--- src/bvs_pkg.sv ---
`timescale 1ns / 1ps
// shared constants, types and discharge table for the battery voltage to soc block
// no dependencies
package bvs_pkg;

  localparam int TABLE_POINTS = 9;
  localparam int VOLT_BITS    = 14;
  localparam int SEGS         = TABLE_POINTS - 1;
  localparam int SEG_W        = $clog2(SEGS);
  localparam int PT_W         = $clog2(TABLE_POINTS);
  localparam int SOC_W        = 7;
  localparam int DIFF_W       = 10;
  localparam int SLOPE_W      = 5;
  localparam int NUM_W        = 14;
  localparam int RECIP_SHIFT  = 26;
  localparam int RECIP_W      = 19;
  localparam int QUOT_W       = 5;

  typedef logic [VOLT_BITS-1:0] volt_t;
  typedef logic [SOC_W-1:0]     soc_t;
  typedef logic [SEG_W-1:0]     seg_t;
  typedef logic [DIFF_W-1:0]    diff_t;
  typedef logic [NUM_W-1:0]     num_t;
  typedef logic [RECIP_W-1:0]   recip_t;
  typedef logic [QUOT_W-1:0]    quot_t;

  localparam soc_t SOC_MAX = soc_t'(100);

  localparam volt_t CURVE_MV [TABLE_POINTS] = '{
    volt_t'(6000), volt_t'(6600), volt_t'(6900), volt_t'(7100), volt_t'(7300),
    volt_t'(7400), volt_t'(7600), volt_t'(8000), volt_t'(8400)
  };

  localparam soc_t CURVE_SOC [TABLE_POINTS] = '{
    soc_t'(0), soc_t'(5), soc_t'(15), soc_t'(35), soc_t'(55),
    soc_t'(70), soc_t'(85), soc_t'(95), soc_t'(100)
  };

  // twice the segment width, the divisor of the rounded quotient
  localparam longint SegDen2 [SEGS] = '{
    2 * (longint'(CURVE_MV[1]) - longint'(CURVE_MV[0])),
    2 * (longint'(CURVE_MV[2]) - longint'(CURVE_MV[1])),
    2 * (longint'(CURVE_MV[3]) - longint'(CURVE_MV[2])),
    2 * (longint'(CURVE_MV[4]) - longint'(CURVE_MV[3])),
    2 * (longint'(CURVE_MV[5]) - longint'(CURVE_MV[4])),
    2 * (longint'(CURVE_MV[6]) - longint'(CURVE_MV[5])),
    2 * (longint'(CURVE_MV[7]) - longint'(CURVE_MV[6])),
    2 * (longint'(CURVE_MV[8]) - longint'(CURVE_MV[7]))
  };

  localparam longint RecipOne = longint'(1) << RECIP_SHIFT;

  // ceil(2^shift / divisor), exact floor for every numerator below 2^NUM_W
  localparam recip_t SEG_RECIP [SEGS] = '{
    recip_t'((RecipOne + SegDen2[0] - 1) / SegDen2[0]),
    recip_t'((RecipOne + SegDen2[1] - 1) / SegDen2[1]),
    recip_t'((RecipOne + SegDen2[2] - 1) / SegDen2[2]),
    recip_t'((RecipOne + SegDen2[3] - 1) / SegDen2[3]),
    recip_t'((RecipOne + SegDen2[4] - 1) / SegDen2[4]),
    recip_t'((RecipOne + SegDen2[5] - 1) / SegDen2[5]),
    recip_t'((RecipOne + SegDen2[6] - 1) / SegDen2[6]),
    recip_t'((RecipOne + SegDen2[7] - 1) / SegDen2[7])
  };

  typedef enum logic [1:0] {
    RANGE_MID,
    RANGE_LOW,
    RANGE_HIGH
  } range_t;

  typedef struct packed {
    range_t range;
    seg_t   seg;
    diff_t  diff;
  } loc_t;

  function automatic diff_t seg_den(input seg_t seg);
    logic [PT_W-1:0] hi;
    hi = PT_W'(seg) + PT_W'(1);
    return diff_t'(CURVE_MV[hi] - CURVE_MV[seg]);
  endfunction

  function automatic logic [SLOPE_W-1:0] seg_rise(input seg_t seg);
    logic [PT_W-1:0] hi;
    hi = PT_W'(seg) + PT_W'(1);
    return SLOPE_W'(CURVE_SOC[hi] - CURVE_SOC[seg]);
  endfunction

endpackage

--- src/battery_voltage_to_soc.sv ---
`timescale 1ns / 1ps
// top level: battery voltage in millivolts to state of charge in percent
// depends on bvs_pkg, bvs_locate, bvs_interp
//
// usage
//   input channel: in_valid, in_stall, in_vbat_mv (14-bit unsigned millivolts)
//   result channel: out_valid, out_stall, out_soc_percent (0..100)
//   a beat moves on a channel at a clock edge with valid high and stall low
//   one result beat for every input beat, in order
//   five-stage pipeline: segment search, segment offset, rounded numerator,
//   reciprocal multiply, offset add and clamp
//   with no stall an input beat passes each stage register in turn, and out_valid
//   rises when the beat is registered in the last stage
//   throughput is one beat per cycle while out_stall is low, every stage then moving a beat each cycle
//   below 6000 mV the result is 0, above 8400 mV it is 100
//   a stall on the result side holds the last stage; earlier stages keep
//   filling until they hold a beat, so in_stall rises only when the pipe is full
//   synchronous reset clears all stage valid bits; data registers are not reset
module battery_voltage_to_soc (
  input  logic                  clk,
  input  logic                  rst_n,
  input  logic                  in_valid,
  output logic                  in_stall,
  input  bvs_pkg::volt_t        in_vbat_mv,
  output logic                  out_valid,
  input  logic                  out_stall,
  output bvs_pkg::soc_t         out_soc_percent
);
  import bvs_pkg::*;

  logic  loc_valid;
  logic  loc_stall;
  loc_t  loc;

  bvs_locate u_locate (
    .clk        (clk),
    .rst_n      (rst_n),
    .in_valid   (in_valid),
    .in_stall   (in_stall),
    .in_vbat_mv (in_vbat_mv),
    .out_valid  (loc_valid),
    .out_stall  (loc_stall),
    .out_loc    (loc)
  );

  bvs_interp u_interp (
    .clk             (clk),
    .rst_n           (rst_n),
    .in_valid        (loc_valid),
    .in_stall        (loc_stall),
    .in_loc          (loc),
    .out_valid       (out_valid),
    .out_stall       (out_stall),
    .out_soc_percent (out_soc_percent)
  );

endmodule

--- src/bvs_locate.sv ---
`timescale 1ns / 1ps
// two pipeline stages: segment search against the breakpoints, then offset into the segment
// depends on bvs_pkg
module bvs_locate (
  input  logic                  clk,
  input  logic                  rst_n,
  input  logic                  in_valid,
  output logic                  in_stall,
  input  bvs_pkg::volt_t        in_vbat_mv,
  output logic                  out_valid,
  input  logic                  out_stall,
  output bvs_pkg::loc_t         out_loc
);
  import bvs_pkg::*;

  logic                v1_r;
  volt_t               volt1_r;
  seg_t                seg1_r;
  range_t              range1_r;
  logic                v2_r;
  loc_t                loc2_r;

  logic                adv1;
  logic                adv2;
  logic [SEGS-2:0]     above;
  seg_t                seg_nxt;
  range_t              range_nxt;
  loc_t                loc_nxt;

  assign adv2     = !v2_r || !out_stall;
  assign adv1     = !v1_r || adv2;
  assign in_stall = !adv1;

  // at a breakpoint the lower segment wins
  always_comb begin
    for (int i = 0; i < SEGS - 1; i++) begin
      above[i] = in_vbat_mv > CURVE_MV[i+1];
    end
    seg_nxt = SEG_W'($countones(above));
    priority if (in_vbat_mv <= CURVE_MV[0]) begin
      range_nxt = RANGE_LOW;
    end else if (in_vbat_mv >= CURVE_MV[TABLE_POINTS-1]) begin
      range_nxt = RANGE_HIGH;
    end else begin
      range_nxt = RANGE_MID;
    end
  end

  always_comb begin
    loc_nxt.range = range1_r;
    loc_nxt.seg   = seg1_r;
    loc_nxt.diff  = '0;
    if (range1_r == RANGE_MID) begin
      loc_nxt.diff = diff_t'(volt1_r - CURVE_MV[seg1_r]);
    end
  end

  always_ff @(posedge clk) begin
    if (!rst_n) begin
      v1_r <= 1'b0;
      v2_r <= 1'b0;
    end else begin
      if (adv1) begin
        v1_r <= in_valid;
      end
      if (adv2) begin
        v2_r <= v1_r;
      end
    end
  end

  always_ff @(posedge clk) begin
    if (adv1 && in_valid) begin
      volt1_r  <= in_vbat_mv;
      seg1_r   <= seg_nxt;
      range1_r <= range_nxt;
    end
    if (adv2 && v1_r) begin
      loc2_r <= loc_nxt;
    end
  end

  assign out_valid = v2_r;
  assign out_loc   = loc2_r;

  a_diff_in_segment: assert property (@(posedge clk) disable iff (!rst_n)
    (v2_r && loc2_r.range == RANGE_MID) |-> (loc2_r.diff <= seg_den(loc2_r.seg)))
    else $error("offset past end of segment");

  a_mid_not_first_point: assert property (@(posedge clk) disable iff (!rst_n)
    (v1_r && range1_r == RANGE_MID) |-> (volt1_r > CURVE_MV[seg1_r]))
    else $error("segment start not below sample");

endmodule

--- src/bvs_interp.sv ---
`timescale 1ns / 1ps
// three pipeline stages: rounded numerator, reciprocal multiply, offset add and clamp
// depends on bvs_pkg
module bvs_interp (
  input  logic                  clk,
  input  logic                  rst_n,
  input  logic                  in_valid,
  output logic                  in_stall,
  input  bvs_pkg::loc_t         in_loc,
  output logic                  out_valid,
  input  logic                  out_stall,
  output bvs_pkg::soc_t         out_soc_percent
);
  import bvs_pkg::*;

  logic                          v3_r;
  num_t                          num3_r;
  seg_t                          seg3_r;
  range_t                        range3_r;
  logic                          v4_r;
  quot_t                         quot4_r;
  seg_t                          seg4_r;
  range_t                        range4_r;
  logic                          v5_r;
  soc_t                          soc5_r;

  logic                          adv3;
  logic                          adv4;
  logic                          adv5;
  logic [DIFF_W+SLOPE_W:0]       scaled;
  num_t                          num_nxt;
  logic [NUM_W+RECIP_W-1:0]      prod;
  soc_t                          sum;
  soc_t                          soc_nxt;

  assign adv5     = !v5_r || !out_stall;
  assign adv4     = !v4_r || adv5;
  assign adv3     = !v3_r || adv4;
  assign in_stall = !adv3;

  // 2*d*rise + width, divided later by 2*width for round half up
  always_comb begin
    scaled  = {in_loc.diff, 1'b0} * seg_rise(in_loc.seg);
    num_nxt = num_t'(scaled + {{(SLOPE_W+1){1'b0}}, seg_den(in_loc.seg)});
  end

  assign prod = num3_r * SEG_RECIP[seg3_r];

  always_comb begin
    sum = CURVE_SOC[seg4_r] + soc_t'(quot4_r);
    unique case (range4_r)
      RANGE_LOW:  soc_nxt = CURVE_SOC[0];
      RANGE_HIGH: soc_nxt = CURVE_SOC[TABLE_POINTS-1];
      RANGE_MID:  soc_nxt = sum;
      default:    soc_nxt = sum;
    endcase
    if (soc_nxt > SOC_MAX) begin
      soc_nxt = SOC_MAX;
    end
  end

  always_ff @(posedge clk) begin
    if (!rst_n) begin
      v3_r <= 1'b0;
      v4_r <= 1'b0;
      v5_r <= 1'b0;
    end else begin
      if (adv3) begin
        v3_r <= in_valid;
      end
      if (adv4) begin
        v4_r <= v3_r;
      end
      if (adv5) begin
        v5_r <= v4_r;
      end
    end
  end

  always_ff @(posedge clk) begin
    if (adv3 && in_valid) begin
      num3_r   <= num_nxt;
      seg3_r   <= in_loc.seg;
      range3_r <= in_loc.range;
    end
    if (adv4 && v3_r) begin
      quot4_r  <= prod[RECIP_SHIFT +: QUOT_W];
      seg4_r   <= seg3_r;
      range4_r <= range3_r;
    end
    if (adv5 && v4_r) begin
      soc5_r <= soc_nxt;
    end
  end

  assign out_valid       = v5_r;
  assign out_soc_percent = soc5_r;

  a_quot_within_rise: assert property (@(posedge clk) disable iff (!rst_n)
    (v4_r && range4_r == RANGE_MID) |-> (SLOPE_W'(quot4_r) <= seg_rise(seg4_r)))
    else $error("interpolated step exceeds segment rise");

  a_soc_in_range: assert property (@(posedge clk) disable iff (!rst_n)
    v5_r |-> (soc5_r <= SOC_MAX))
    else $error("soc out of range");

endmodule
--- config.mk ---
export PLATFORM = sky130hd
export DESIGN_NAME = battery_voltage_to_soc
export DESIGN_NICKNAME = d
export VERILOG_FILES = /design/src/bvs_pkg.sv /design/src/battery_voltage_to_soc.sv /design/src/bvs_locate.sv /design/src/bvs_interp.sv
export SDC_FILE = /design/constraint.sdc
export NUM_CORES = 1
export LEC_CHECK = 0
export ABC_AREA = 1
export BUFFER_PORTS_ARGS = -buffer_cell sky130_fd_sc_hd__buf_2
export CAP_MARGIN = 20
export CORE_MARGIN = 1.5
export CORE_UTILIZATION = 23
export DETAILED_ROUTE_END_ITERATION = 8
export SETUP_SLACK_MARGIN = 0.4
export SYNTH_ARGS = -nofsm -noshare
export SYNTH_HDL_FRONTEND = slang
export SYNTH_SLANG_ARGS = --single-unit
--- constraint.sdc ---
create_clock -name clk -period 5.52 [get_ports clk]
set_clock_uncertainty 0.05 [all_clocks]
set_input_delay 0 -clock clk [delete_from_list [all_inputs] [get_ports clk]]
set_output_delay 0 -clock clk [all_outputs]
set_load 0.01 [all_outputs]
==> Word-level counts from Yosys, hierarchy flattened <==
Memories as Yosys holds them, arrays and structs flattened.
Cells that the tools add are included.
Widths: inputs -> output; s select.
{ "op_classes": {"addsub": 12, "multipliers": 2, "order_cmp": 15, "eq_ne": 2, "n_mux": 16, "bitwise_logic": 5, "n_reduce_logical": 18} }
{ "ops": {"columns": ["operator", "n"], "rows": [
  ["$gt 14x13->1 const B", 7],
  ["$mux 10", 6],
  ["$mux 19", 2],
  ["$mul 14x19->31", 1],
  ["$mux 5", 4],
  ["$sub 10x10->10", 2],
  ["$not 3->4", 4],
  ["$ge 4x5->1 const B", 3],
  ["$add 14x10->14", 1],
  ["$ge 14x14->1 const B", 1],
  ["$le 14x13->1 const B", 1],
  ["$mux 7", 2],
  ["$pmux 7 s2", 1],
  ["$mul 10x5->13", 1],
  ["$add 7x5->7", 1],
  ["$gt 7x7->1 const B", 1],
  ["$logic_not 1->1", 7],
  ["$add 1x1->2", 3],
  ["$add 3x3->3", 2],
  ["$ge 5x5->1 const B", 1],
  ["$logic_and 1x1->1", 5],
  ["$logic_or 1x1->1", 5],
  ["$not 4->5", 1],
  ["$sub 5x5->5", 1],
  ["other kinds (7)", 7]
]} }
{ "totals": {"ff_bits": 71, "mem_bits_ro": 1160, "inputBits": 18, "output_inout_bits": 9, "elab_cells": 95, "memories": 7} }
{ "mem_list": {"columns": ["memory", "words", "word_bits", "rd", "rd_clocked_by_memory_dff", "write_ports", "line", "rtl"], "rows": [
  ["(no name shown)", 16, 14, 1, 0, 0, "bvs_pkg.sv:80", "return diff_t'(CURVE_MV[hi] - CURVE_MV[seg]);"],
  ["(no name shown)", 16, 14, 1, 0, 0, "bvs_locate.sv:54", "loc_nxt.diff = diff_t'(volt1_r - CURVE_MV[seg1_r]);"],
  ["(no name shown)", 16, 14, 1, 0, 0, "bvs_pkg.sv:80", null],
  ["(no name shown)", 8, 19, 1, 0, 0, "bvs_interp.sv:47", "assign prod = num3_r * SEG_RECIP[seg3_r];"],
  ["(no name shown)", 16, 7, 1, 0, 0, "bvs_interp.sv:50", "sum = CURVE_SOC[seg4_r] + soc_t'(quot4_r);"],
  ["(no name shown)", 16, 7, 1, 0, 0, "bvs_pkg.sv:86", "return SLOPE_W'(CURVE_SOC[hi] - CURVE_SOC[seg]);"],
  ["+1 memories", null, null, null, null, null, null, null]
]} }

==> Longest topological paths before layout <==
Gate-level depths: netlist of run 1.
{ "logic_depth": {"depth_word": 8, "mapped_depth": 39} }

==> By module <==
Synthesis of run 1 repeated with hierarchy kept, for this count alone.
{ "unflattened": {"hier_cells": 1594, "hier_area_um2": 13329.0} }
{ "by_module_without_submodules": {"columns": ["mod", "instances", "cells_per_inst", "area_per_inst_um2", "seq_area_each_um2"], "rows": [
  ["bvs_interp", 1, 1343, 11254.5, 1111.1],
  ["bvs_locate", 1, 251, 2074.5, 940.9]
]} }

==> Worst setup path after synthesis of run 1 <==
Ideal clock, no wire load.
{ "synth_timing": {"kind": "reg2reg", "start": "reg u_locate.loc2_r, in the netlist u_locate.out_loc[11]", "end": "reg u_interp.num3_r[13] (data pin)", "setup_ns": 0.252, "t_arrival_ns": 5.587, "setup_slack_ns": -0.369, "path_stages_with_launch": 34, "path_buffers": 0, "path_cell_list": "edfxtp_1 ha_1 inv_2 nand2_2 nand2_2 o21ai_0 nor2_1 ha_1 a21oi_1 nand2_1 nand2_2 nand2_1 inv_1 nand2_1 fa_1 fa_1 fa_1 inv_1 ha_1 a21o_1 nand2_1 nand2_1 a21oi_1 xor2_1 ha_1 nand2_1 inv_1 nand4_1 o211ai_1 a21oi_1 nor2_1 nand2_1 nand3_1 nand2_1"} }
{ "synth_via": {"elab_chain_cells": 8, "word_cells_on_any_way": 19} }
{ "synth_lines": {"columns": ["element", "line", "rtl"], "rows": [
  ["from (decl)", "bvs_locate.sv:21", "loc_t loc2_r;"],
  ["from (signal assigned)", "bvs_locate.sv:79", "loc2_r <= loc_nxt;"],
  ["$add 3x1->4", "bvs_pkg.sv:79, bvs_pkg.sv:85", null],
  ["$not 4->5 (implied by the code)", "bvs_pkg.sv:80, bvs_pkg.sv:86", null],
  ["$mem_v2 16x7", null, null],
  ["$mux 5 (implied by the code) (2 in a row)", "bvs_pkg.sv:86", null],
  ["$sub 5x5->5", "bvs_pkg.sv:86", null],
  ["$mul 10x5->13", "bvs_interp.sv:43", "scaled = {in_loc.diff, 1'b0} * seg_rise(in_loc.seg);"],
  ["$add 14x10->14 (*)", "bvs_interp.sv:44", "num_nxt = num_t'(scaled + {{(SLOPE_W+1){1'b0}}, seg_den(in_loc.seg)});"],
  ["named net u_interp.num_nxt[13]", "bvs_interp.sv:31", "num_t num_nxt;"],
  ["to (signal assigned)", "bvs_interp.sv:82", "num3_r <= num_nxt;"],
  ["to (decl)", "bvs_interp.sv:17", "num_t num3_r;"]
]} }
Mark *: on every way through the listed nets, which the timed path passes. The rest lies on a longest branch. The select of a mux whose other input is x is not followed.
A chain may end at the register's enable or synchronous reset.

==> Worst setup path in the final report of run 1 <==
{ "layout_timing": {"start": "reg u_interp.seg3_r[1]", "end": "reg u_interp.quot4_r[3] (data pin)"} }
{ "layout_via": {"elab_chain_cells": 5} }
{ "layout_lines": {"columns": ["element", "line", "rtl"], "rows": [
  ["from (decl)", "bvs_interp.sv:18", "seg_t seg3_r;"],
  ["from (signal assigned)", "bvs_interp.sv:83", "seg3_r <= in_loc.seg;"],
  ["$not 3->4 (implied by the code)", "bvs_interp.sv:47", null],
  ["$mem_v2 8x19", null, null],
  ["$mux 19 (implied by the code) (2 in a row)", "bvs_interp.sv:47", null],
  ["$mul 14x19->31", "bvs_interp.sv:47", null],
  ["named net u_interp.prod[29]", "bvs_interp.sv:32", "logic [NUM_W+RECIP_W-1:0] prod;"],
  ["to (signal assigned)", "bvs_interp.sv:87", "quot4_r <= prod[RECIP_SHIFT +: QUOT_W];"],
  ["to (decl)", "bvs_interp.sv:21", "quot_t quot4_r;"]
]} }
The timed path passes the listed nets, and every way through them passes these cells. The select of a mux whose other input is x is not followed.

==> impl_metrics.json, run 1 <==
{
  "crit_arrival_ns": 5.75,
  "crit_path_end_kind": "register",
  "cts-root-buf": "clkbuf_16",
  "io-pin-count": 27,
  "synth_area_leader_cell": "fa_1",
  "port_buffers": 26,
  "rsz0062_at_grt": "yes",
  "gp_congestion": 0.940,
  "start_util": 0.233,
  "layout.nets": 2197,
  "rows": 87,
  "grt_pass1_vias": 11800,
  "synth_area_um2": 13200,
  "drt_iter0_markers": 555,
  "synth-async-reset-ratio": 0,
  "grt_max_degree": 19,
  "ys_ff_latch": 70,
  "clkLatencyLatePin_ns": 0.35,
  "ys_warn_count": 0,
  "syn-num-nets": 1950,
  "setup_viol": 10,
  "core_area_um2": 56500,
  "numCtsBuffers": 9,
  "fmaxAchievable_ghz": 0.176,
  "track_usage": 0.131,
  "hp-class": "in -> reg",
  "clock_tree.buffer_depth": 2,
  "ant_nets": 0,
  "final_layout_size_suffix_gt1_frac": 0.277,
  "die_h_um": 242,
  "critPathBufInv": 5,
  "routed_wl_um": 37500,
  "viasPerCell": 4.30,
  "cp_common_cell": "fa_1",
  "die_x_um": 242,
  "clkTransAtPathRegs_ns": 0.06,
  "synthFlopType": "edfxtp_1",
  "fin_crit_ns": 5.69,
  "synth_cell_type_count": 47,
  "htree_levels": 3,
  "dieArea_um2": 58800,
  "cp-start-kind": "register",
  "fin_crit_sh": 1.03,
  "crit_fanout": 5,
  "violations": "setup timing",
  "maxCapViolations": 0,
  "n_antenna_cell": 0,
  "routed-via-count": 11000,
  "status": "complete, but fails checks",
  "worstPathRequired_ns": 5.58,
  "synth-edff-count": 65,
  "tritoncts": "built",
  "syn-instance-count": 1562,
  "grt-ovfl-total": 0,
  "ys_top_cells_by_area": "fa_1 (33%), edfxtp_1 (15%), ha_1 (15%)",
  "criticalPathCategory": "reg -> reg",
  "synthTopCellsByCount": "inv_1 (366), nand2_1 (241), fa_1 (215)",
  "drc_errors": 0,
  "maxSlewViolCount": 0,
  "hpwl_um": 32100,
  "crit_slowest_cell": "fa_1",
  "critPathMaxStageDelay_ns": 0.59,
  "tightest_slew_ns": 0.771,
  "drt_pass1_iterations": 5,
  "hold_viol_final": 0,
  "synth-seq-area-share": 0.156,
  "postSynthAreaPerCell_um2": 8.44,
  "design_area_um2": 17700,
  "worstPathCellList": "nor2_4 > inv_2 > nor2_4 > buf_12 > buf_6 > clkinvlp_4 > nand2_4 > nor2_4 > buf_6 > fa_2 > fa_1 > fa_1 > fa_1 > fa_1 > ha_4 > ha_4 > a21oi_4 > o21ai_2 > a21oi_1 > o21ai_1 > a31oi_1 > nand2_1 > nand2_1 > nand2_1",
  "yosysMostFrequentCell": "inv_1",
  "antenna_found_initial": 0,
  "fillCellCount": 5890,
  "placed_area_um2": 16200,
  "grt_pass1_wl_um": 61000,
  "drt-wirelength-per-cell_um": 14.6,
  "netlist.area_leader.share": 0.326,
  "area_growth_syn_to_layout_pct": 34.5,
  "cp_top_family": "adder cells",
  "maxSlewHeadroom": 0.486,
  "cts.sinks": 70,
  "finalWorstSetupSlack_ns": -0.174
}
[per-stage QoR]
stage	setup slack, ns	utilization	std cells	hold slack, ns	setup TNS, ns
6_report	-0.174	0.314	2570	0.0101	-0.871
5_1_grt	-0.428	0.314	2570	0.0734	-3.39
4_1_cts	-0.189	0.305	2554	0.0137	-0.871
3_5_place_dp	-0.475	0.287	2492	0.154	-2.15
3_3_place_gp	-0.429	0.287	2492	0.149	-1.84
2_1_floorplan	0.0152	-	1562	0.0489	0
[logic make-up (layout without fill, tap and decap cells)]
kind of cell,after synthesis,count (layout),synth area share
buffers and inverters,400,652,0.115
AO/OA/AOI/OAI,144,144,0.0634
XOR/XNOR,34,34,0.0226
flip-flops,70,70,0.156
AND/OR/NAND/NOR,544,544,0.169
adder cells (fa/ha/maj),370,370,0.474
[path summary, 6_finish.rpt]
kind	startpoint	end	slack, ns	cells past startpoint
max	u_interp.seg3_r[1]	u_interp.quot4_r[3]	-0.17	24
min	in_vbat_mv[11]	u_locate.range1_r[1]	0.01	3
max reg2reg	u_interp.seg3_r[1]	u_interp.quot4_r[3]	-0.17	24
min reg2reg	u_interp.range3_r[0]	u_interp.range4_r[0]	0.37	0
[final cells by class]
type                    count  area, um^2  share of cell area
clock buffers              10         229              0.0129
inverters                 373        1420              0.0803
well taps                 756         946              0.0534
multi-input cells        1092       10900               0.615
repair inverters            1        7.51            0.000424
repair buffers            262        2090               0.118
clock inverters             6        70.1             0.00395
flip-flops and latches     70        2050               0.116
[layout by cell type (no fill, tap or decap), types with 22 or more instances in the layout]
master and n:
nand3_1 31, o21ai_0 25, ha_1 112, nor2_1 172
buf_2 26, fa_2 22, nor2_4 24, nand2_2 31
ha_4 43, nand2_1 199, a21oi_1 48, fa_1 193
edfxtp_1 65, buf_4 197, inv_2 26, inv_1 338
[layer usage]
metal | share of wire | up-vias | GRT usage
li1 | - | 5315 | -
met3 | 0.045 | 49 | 0.0179
met4 | 0.024 | 0 | 0.0344
met5 | 0 | - | 0
met1 | 0.45 | 5427 | 0.171
met2 | 0.48 | 251 | 0.226
[what timing repair did]
action | in CTS | in global routing
resized for setup | 80 | 81
buffers inserted | 30 | 16
endpoints found under the setup margin | 13 | 14
cloned | 1 | 0
pin swaps | 68 | 93
hold buffers | 15 | 0
hold endpoints to repair | 15 | 0
[worst min-delay path: stages]
cell,delay (ns)
buf_2,0.09
nor3_1,0.04
a31oi_1,0.16
[state kept, by name, indices dropped and copies added (netlist names)]
register,count
u_interp.out_valid,1
u_locate.v1_r,1
u_interp.out_soc_percent,7
u_interp.range4_r,2
u_interp.v4_r,1
u_interp.seg3_r,3
u_locate.out_valid,1
u_interp.seg4_r,3
u_interp.v3_r,1
u_locate.range1_r,2
u_interp.num3_r,13
u_interp.quot4_r,5
u_locate.out_loc,15
u_interp.range3_r,2
u_locate.seg1_r,3
u_locate.volt1_r,10
Power of run 1 is left out: the tool's default activity adds up to more than one toggle a clock period on the data nets, which glitch-free logic cannot reach.
==> run 2: changes to the inputs <==
--- a/config.mk
+++ b/config.mk
@@ -14,4 +14,5 @@
 export SETUP_SLACK_MARGIN = 0.4
 export SYNTH_ARGS = -nofsm -noshare
 export SYNTH_HDL_FRONTEND = slang
+export SYNTH_HIERARCHICAL = 1
 export SYNTH_SLANG_ARGS = --single-unit
==> run 2 against run 1 <==
The run still ends with setup timing left. Register-to-register slack worse by 0.06 ns. Synthesized cell count up 2.0%. Clock-buffer cell count unchanged. Critical path depth down 2. Core utilization down 0.25 points. Sequential share of layout area down 0.11 points. Final cell count up 3.3%. Critical endpoint is now u_interp/quot4_r[1]. Highest routed layer unchanged.
==> impl_metrics.json, run 2 <==
{
  "clkLatencyLatePin_ns": 0.36,
  "criticalPathCategory": "reg -> reg",
  "grt_max_degree": 19,
  "setup_viol": 8,
  "hold_depth": 3,
  "r2r_slack_ns": -0.24,
  "rsz0062_at_grt": "yes",
  "drt_iter0_markers": 601,
  "holdWs_ns": 0.0275,
  "synth-async-reset-ratio": 0,
  "synth-edff-count": 65,
  "start_util": 0.232,
  "tightest_slew_ns": 0.824,
  "maxCapViolations": 0,
  "grt-ovfl-total": 0,
  "routed-via-count": 11300,
  "syn-instance-count": 1594,
  "clkTransAtPathRegs_ns": 0.06,
  "syn-num-nets": 1978,
  "synth_area_um2": 13300,
  "drt_pass1_iterations": 5,
  "postSynthAreaPerCell_um2": 8.36,
  "crit_fanout": 7,
  "hp-class": "in -> reg",
  "hpwl_um": 32500,
  "violations": "setup timing",
  "gp_congestion": 0.961,
  "crit_arrival_ns": 5.81,
  "dieArea_um2": 59400,
  "holdPathEnd": "u_locate/range1_r[1]",
  "grt_pass1_vias": 12100,
  "die_h_um": 244,
  "io-pin-count": 27,
  "netlist.area_leader.share": 0.324,
  "cp-start-kind": "register",
  "synth_area_leader_cell": "fa_1",
  "final_common_cell": "inv_1",
  "ys_top_cells_by_area": "fa_1 (32%), edfxtp_1 (15%), ha_1 (14%)",
  "antenna_found_initial": 0,
  "core_area_um2": 57500,
  "maxSlewHeadroom": 0.450,
  "rr_startpoint": "u_interp/seg3_r[1]",
  "track_usage": 0.131,
  "status": "complete, but fails checks",
  "drc_errors": 0,
  "area_growth_syn_to_layout_pct": 34.2,
  "final_util": 0.311,
  "htree_levels": 3,
  "worstPathRequired_ns": 5.57,
  "yosysMostFrequentCell": "inv_1",
  "layout_common_cells": "inv_1 (343), buf_4 (248), nand2_1 (241)",
  "n_antenna_cell": 0,
  "viasPerCell": 4.26,
  "synthTopCellsByCount": "inv_1 (363), nand2_1 (271), fa_1 (216)",
  "grt_pass1_wl_um": 62000,
  "synth_cell_type_count": 46,
  "crit_path_end_kind": "register",
  "fin_crit_sh": 1.04,
  "port_buffers": 26,
  "cts-root-buf": "clkbuf_16",
  "hold_viol_final": 0,
  "drt-wirelength-per-cell_um": 14.3,
  "rows": 88,
  "tritoncts": "built",
  "ant_nets": 0,
  "maxSlewViolCount": 0,
  "final_layout_size_suffix_gt1_frac": 0.285,
  "synth-seq-area-share": 0.154,
  "cts.sinks": 70,
  "ys_ff_latch": 70,
  "layout.nets": 2270,
  "finalWorstSetupSlack_ns": -0.239,
  "placed_area_um2": 16600,
  "numCtsBuffers": 9,
  "min-delay-start": "in_vbat_mv[13]",
  "design_area_um2": 17900,
  "synthFlopType": "edfxtp_1",
  "ys_warn_count": 6,
  "r2r_end": "u_interp/quot4_r[1]",
  "die_x_um": 244,
  "routed_wl_um": 38000,
  "clock_tree.buffer_depth": 2,
  "fmaxAchievable_ghz": 0.174,
  "largest_reg_flops": 15,
  "rr_worst_depth": 22,
  "fin_crit_ns": 5.76
}
==> run 2: metrics by stage <==
stage / setup TNS [ns] / setup slack [ns] / instances
after global routing: -3.82 / -0.485 / 2656
after global placement: -1.39 / -0.337 / 2583
after CTS: -1.16 / -0.274 / 2639
after floorplan: -0.0326 / -0.0326 / 1594
after detailed placement: -1.96 / -0.344 / 2583
final: -1.03 / -0.239 / 2656
==> run 2: what timing repair did <==
action                                  4_1_cts  5_1_grt
hold endpoints to repair                     16        0
pin swaps                                    46       68
hold buffers                                 14        0
buffers inserted                             26       17
endpoints found under the setup margin       13       14
gates resized for setup                      61       75
==> run 2: final cells by class <==
class                      instances  area [um^2]
clock inverter                     6         45.0
sequential                        70         2050
timing repair buffer             304         2320
fill                            6015        39600
tap                              765          957
inverter                         378         1450
clock buffer                      10          229
multi-input combinational       1123        10800
==> run 2: logic make-up (layout without fill, tap and decap cells) <==
| kind of cell | count (synthesis) | after routing | share of synthesized area |
|---|---|---|---|
| flip-flops | 70 | 70 | 0.154 |
| AND/OR/NAND/NOR | 590 | 590 | 0.188 |
| buffers and inverters | 401 | 698 | 0.115 |
| AO/OA/AOI/OAI | 134 | 134 | 0.0568 |
| XOR/XNOR | 33 | 33 | 0.0217 |
| adder cells (fa/ha/maj) | 366 | 366 | 0.465 |
==> run 2: worst max path at each step <==
stage                    startpoint  cells after the start                   to
6_report         u_interp/seg3_r[1]                     22  u_interp/quot4_r[1]
3_5_place_dp     u_interp/seg3_r[2]                     26  u_interp/quot4_r[1]
4_1_cts          u_interp/seg3_r[1]                     21  u_interp/quot4_r[1]
3_3_place_gp     u_interp/seg3_r[1]                     25  u_interp/quot4_r[1]
5_1_grt          u_interp/seg3_r[1]                     26  u_interp/quot4_r[1]
2_1_floorplan  u_locate/out_loc[10]                     33  u_interp/num3_r[13]
==> run 2: worst max-delay path, stage by stage, from the launching register on <==
cell	delay, ns
edfxtp_1	0.44
inv_2	0.06
buf_4	0.14
a21oi_4	0.22
clkinvlp_4	0.25
buf_4	0.23
nor2_1	0.12
fa_1	0.45
fa_1	0.58
fa_1	0.45
fa_1	0.47
fa_1	0.57
ha_4	0.22
ha_4	0.25
a21o_1	0.18
nor2_2	0.10
o21ai_1	0.08
nand2_1	0.11
a21oi_4	0.07
a211oi_2	0.23
nand2_1	0.08
nand2_1	0.06
nand2_1	0.07
==> run 2: per-layer routing <==
metal,global-route usage,vias to the layer above,wire (um)
met5,0,-,0
met4,0.0381,0,919
met3,0.0195,54,1940
met2,0.223,278,18200
met1,0.171,5519,17000
li1,-,5471,-
Power of run 2 is left out for the same reason.
